===== src/rtl/swms_pkg.sv =====
package swms_pkg;

  localparam int PRICE_W = 30;
  localparam int AGE_W   = 11;
  localparam int WSIZE_W = 11;
  localparam int TOTAL_W = 63;

  // one queue entry
  typedef struct packed {
    logic               valid;
    logic [PRICE_W-1:0] price;
    logic [AGE_W-1:0]   age;
  } swms_cell_t;

  // broadcast to every cell
  typedef struct packed {
    logic               prune;    // drop the front entry, shift everything forward
    logic               accept;   // a request is taken this cycle
    logic               shift;    // front entry leaves the window with this request
    logic               restart;
    logic [PRICE_W-1:0] price;
  } swms_ctl_t;

endpackage


===== src/rtl/swms_cell.sv =====
module swms_cell (
  input  logic                clk,
  input  logic                rst,
  input  swms_pkg::swms_ctl_t  ctl,
  input  swms_pkg::swms_cell_t up,
  input  logic                up_keep,
  input  logic                prev_keep,
  output swms_pkg::swms_cell_t st,
  output logic                keep
);
  import swms_pkg::*;

  swms_cell_t src;
  logic       src_keep;

  // entry survives the new price (strictly lower) and no restart clears it
  assign keep = st.valid && (st.price < ctl.price) && !ctl.restart;

  assign src      = ctl.shift ? up : st;
  assign src_keep = ctl.shift ? up_keep : keep;

  always_ff @(posedge clk) begin
    if (rst) begin
      st.valid <= 1'b0;
    end else if (ctl.prune) begin
      st <= up;
    end else if (ctl.accept) begin
      if (src_keep) begin
        st.valid <= 1'b1;
        st.price <= src.price;
        st.age   <= src.age + AGE_W'(1);
      end else if (prev_keep) begin
        // first slot past the survivors takes the new price
        st.valid <= 1'b1;
        st.price <= ctl.price;
        st.age   <= '0;
      end else begin
        st.valid <= 1'b0;
      end
    end
  end

endmodule


===== config.mk =====
export PLATFORM = sky130hd
export DESIGN_NAME = swms_cell
export DESIGN_NICKNAME = d
export VERILOG_FILES = /design/src/rtl/swms_pkg.sv /design/src/rtl/swms_cell.sv
export SDC_FILE = /design/constraint.sdc
export NUM_CORES = 1
export LEC_CHECK = 0
export BUFFER_PORTS_ARGS = -buffer_cell sky130_fd_sc_hd__buf_2
export CORE_AREA = 5 5 84 86
export DETAILED_ROUTE_END_ITERATION = 10
export DIE_AREA = 0 0 89 91
export GPL_TIMING_DRIVEN = 0
export PLACE_DENSITY = 0.9
export SLEW_MARGIN = 5
export SYNTH_ARGS = -nofsm -noshare
export SYNTH_HDL_FRONTEND = slang
export SYNTH_SLANG_ARGS = --single-unit

===== constraint.sdc =====
create_clock -name clk -period 9.73 [get_ports clk]
set_input_delay 0.973 -clock clk [delete_from_list [all_inputs] [get_ports clk]]
set_output_delay 0.973 -clock clk [all_outputs]
set_load 0.005 [all_outputs]

# Yosys cells after proc, flatten, opt, wreduce, memory -nomap -nowiden
# Index checks and enable logic that the tools add are counted.
[op_classes]
n_addsub = 1
n_lt_le_gt_ge = 1
n_eq_ne = 1
n_mux = 7
bitwise = 1
n_reduce_logical = 7
[op_table]
columns = ["cell", "count"]
rows = [
  ["two-way mux 42 bit", 3],
  ["two-way mux 41 bit", 2],
  ["less-than comparator 30 bit", 1],
  ["adder 11 x 1 -> 11 bit (second input constant)", 1],
  ["AND reduction 4 bit", 1],
  ["inequality test 3 bit (second input constant)", 1],
  ["AND reduction 3 bit", 1],
  ["nonzero test 3 bit", 1],
  ["logical AND 1 bit", 2],
  ["two-way mux 1 bit", 2],
  ["nonzero test 2 bit", 1],
  ["logical NOT 1 bit", 1],
  ["inverter 1 bit", 1],
]
[word_totals]
register_bits = 42
inputBits = 80
out_inout_bits = 43
wordCells = 21

# Logic depth before layout (Yosys ltp)
[depth]
ltp_word = 7
ltp_mapped = 11
mapped_depth_nobuf = 8

# Worst setup path before layout
# No wires, ideal clock.
[synth_timing]
path_kind = "input to register"
start = "input port ctl[21] in the netlist's numbering"
end = "register st[11] in the netlist's numbering (enable)"
setup_time_ns = 0.463
t_arrival_ns = 4.493
t_required_ns = 9.267
slack_ns = 4.774
stages = 8
n_path_buf = 0
cell_sequence = "inv_1 -> ha_1 -> nand2_1 -> nor4_1 -> nand4_1 -> o211ai_2 -> o41ai_4 -> a211oi_1"
[synth_via]
elab_chain_len = 6
word_cells_on_any_way = 7
classes_between = "order compare: 1; eq/ne: 1; mux: 1; reduce/logical: 4"
[synth_lines]
columns = ["element", "line_no", "text"]
rows = [
  ["start: declaration", "swms_cell.sv:4", "input swms_pkg::swms_ctl_t ctl,"],
  ["less-than comparator 30 bit *", "swms_cell.sv:17", "assign keep = st.valid && (st.price < ctl.price) && !ctl.restart;"],
  ["logical AND 1 bit * (2 in a row)", "swms_cell.sv:17", ""],
  ["two-way mux 1 bit *", "swms_cell.sv:20", "assign src_keep = ctl.shift ? up_keep : keep;"],
  ["inequality test 3 bit (no line) or nonzero test 3 bit (tied branches)", "n/a", ""],
  ["AND reduction 4 bit (no line) *", "n/a", ""],
  ["end signal: assignment", "swms_cell.sv:26", "st <= up;"],
  ["end: declaration", "swms_cell.sv:8", "output swms_pkg::swms_cell_t st,"],
]
# Every way passes the cells marked *; elsewhere a longest branch is shown, timed or not.
# A chain may end at the register's enable or synchronous reset.

# Worst setup path after layout
[layout_timing]
start = "input port ctl[21] in the netlist's numbering"
end = "output port keep"
[layout_via]
elab_chain_len = 3
[layout_lines]
columns = ["element", "line_no", "text"]
rows = [
  ["less-than comparator 30 bit", "swms_cell.sv:17", ""],
  ["logical AND 1 bit (2 in a row)", "swms_cell.sv:17", ""],
  ["end: declaration", "swms_cell.sv:9", "output logic keep"],
]
# No other way between the ends.

==> metrics.yaml <==
pwr:
  power_mw: 0.460
  leakage_nw: 1.93
  power_frac_clock: 0.238
  powerDensity_nw_per_um2: 114
  p_int_mw: 0.322
  power_frac_seq: 0.489
  irDropWorstVdd_mv: 0.0704
  p_switching_mw: 0.138
  swShare: 0.300
  comb_power_share: 0.273
global_route:
  grtUsageTotal: 0.223
  grt_max_degree: 19
  grt_antenna_before_repair: 0
  grt_overflow_total: 0
  grt_pass1_wl_mm: 14.6
  grt_pass1_vias: 3169
synth:
  syn_avg_cell_area_um2: 9.53
  postSynthCellCount: 338
  seq_area_frac_synth: 0.389
  synth_edf_count: 41
  async_flop_share: 0
  yosys.cell_types.count: 45
  synth_flop_cell: "edfxtp_1"
  syn_area_um2: 3220
  synth_nets: 448
  synth.ff_latch_count: 42
  yosysWarnings: 0
worst_setup_path:
  critPathLaunchType: "input port"
  cp.required_ns: 8.76
  rr_startpoint: "st[32]"
  reg2reg_slack_ns: 6.52
  crit_start: "ctl[21]"
  cp.arrival_ns: 2.73
  endpoint: "keep"
  ff2ff_path_depth: 8
  cp-end-kind: "output port"
  critPathKind: "in -> out"
  r2r-end: "st[29]"
  path_max_fanout: 3
floorplan:
  fp-row-count: 29
  die_area_um2: 8100
  io-pin-count: 123
  die_h_um: 91
  core_area_um2: 6200
  fp.dieW_um: 89
  initial_core_util: 0.519
finish:
  drive_above_1_share: 0.325
  final_cell_count_no_fill: 544
  antenna_cells: 0
  ff_latch_area_um2: 1250
  regMostFlops: "st"
  largest_reg_flops: 42
  final_core_util: 0.649
  num-fill-cells: 525
  multi_input_area_um2: 1760
  syn_to_final_growth_pct: 25.0
  reg.largest.list: "st (42)"
  fin_nets: 576
place:
  dpl.hpwl_mm: 7.14
  gp_congestion: 0.863
  dp_cells: 536
  numPortBuffers: 120
routing:
  drt-initial-drc-count: 179
  vias_per_cell: 5.72
  wl_per_cell_um: 16.5
  drt_wl_total_mm: 8.98
  vias: 3113
  ant_nets: 0
  first_pass_iters: 6
  drc: 0
cts:
  root_buffer: "clkbuf_8"
  numCtsBuffers: 5
  htree_levels: 2
  cts_hold_buf: 0
  postCtsSetupBuffers: 0
  cts_tree: "yes"
  post_cts_resized: 0
  clk_latency_ns: 0.29
  clk_pin_slew_ns: 0.08
  clockBufferDepth: 2
  cts_sinks: 42
sta:
  period_share: 0.381
  relSlewSlack: 0.449
  clock_skew_ns: 0.00906
  setup_viol: 0
  fin_tns_setup_ns: 0
  rsz0062_at_grt: "false"
  worst_slew_pin_slew_ns: 0.824
  fmax_mhz: 270
  finalHoldViolations: 0
  slew_viol_final: 0
  fin_crit_ns: 3.71
outcome:
  outcome: "finished clean"
min_path:
  hold_path_class: "reg -> reg"
job:
  drv_cap: 0
-- worst min path at each step --
stage            from  slack (ns)     end  cells after the start
2_1_floorplan  st[41]        0.59  st[41]                      3
3_3_place_gp   st[41]        0.62  st[41]                      3
3_5_place_dp   st[41]        0.65  st[41]                      3
4_1_cts        st[41]        0.67  st[41]                      3
5_1_grt        st[41]        0.73  st[41]                      3
6_report       st[41]        0.67  st[41]                      3
-- cells by family after synthesis --
family	share of synthesized area
AND/OR/NAND/NOR	0.135
AO/OA/AOI/OAI	0.221
buffers and inverters	0.0676
flip-flops	0.389
adder cells (fa/ha/maj)	0.117
multiplexers	0.0435
XOR/XNOR	0.0272
-- per-stage QoR --
stage	hold slack (ns)	cell area [um^2]	setup WS (ns)
detailed placement	0.646	3950	5.84
CTS	0.673	4030	6.03
global placement	0.618	3920	3.36
global route	0.725	4030	5.87
finish	0.665	4030	6.02
floorplan	0.593	3220	4.77
-- power by group through the flow --
stage	clock network (mW)	registers (mW)	logic (mW)
final	0.110	0.225	0.126
after global routing	0.119	0.226	0.141
after CTS	0.112	0.225	0.126
after detailed placement	0	0.229	0.125
after global placement	0	0.229	0.117
after floorplan	0	0.229	0.0718
-- synth_stat cells, types with 2 or more instances --
cell | instances | area share
nand2_1 | 50 | 0.058
edfxtp_1 | 41 | 0.38
inv_1 | 33 | 0.038
ha_1 | 30 | 0.12
o31ai_1 | 29 | 0.068
a21oi_1 | 22 | 0.034
nor2_1 | 16 | 0.019
clkbuf_1 | 12 | 0.014
nand3_1 | 9 | 0.014
mux2_2 | 8 | 0.028
o21ai_0 | 8 | 0.012
nand4_1 | 7 | 0.014
o21a_1 | 6 | 0.014
xor2_1 | 6 | 0.016
a22oi_1 | 5 | 0.012
a2bb2oi_2 | 5 | 0.023
mux2i_1 | 5 | 0.016
a21o_1 | 4 | 0.0093
nand2b_1 | 4 | 0.0078
xnor2_1 | 4 | 0.011
buf_2 | 3 | 0.0047
buf_4 | 3 | 0.0070
and4_1 | 2 | 0.0054
nand3b_1 | 2 | 0.0047
nor2b_1 | 2 | 0.0039
nor3_1 | 2 | 0.0031
o211a_1 | 2 | 0.0062
-- critical path: stages --
cell,delay (ns)
buf_2,0.07
inv_1,0.05
ha_1,0.30
nand2_1,0.10
nor4_1,0.45
nand4_1,0.16
o211ai_2,0.26
a21o_1,0.15
a21oi_1,0.06
buf_2,0.15
-- routing by layer --
metal  vias to the layer above  track usage  part of all wire
met5                         -            0                 0
met2                       123        0.389              0.50
met1                      1478        0.287              0.41
li1                       1500            -                 -
met3                        12       0.0299             0.077
met4                         0       0.0608             0.013
-- area by class of cell --
cell class | count | area share
Buffer | 19 | 0.0233
Clock buffer | 6 | 0.0180
Clock inverter | 2 | 0.00218
Inverter | 33 | 0.0308
Multi-Input combinational cell | 244 | 0.438
Sequential cell | 42 | 0.311
Tap cell | 77 | 0.0239
Timing Repair Buffer | 121 | 0.153
-- placed cells by master, fill, tap and decap left out, types with 6 or more instances in the layout --
cell type,n
nor2_1,16
clkbuf_1,13
o31ai_1,29
o21ai_0,8
nand4_1,7
inv_1,33
edfxtp_1,41
ha_1,30
o21a_1,6
nand3_1,9
mux2_2,8
a21oi_1,22
nand2_1,50
buf_2,123
xor2_1,6
Note: power is estimated with default switching activity, not from simulation.
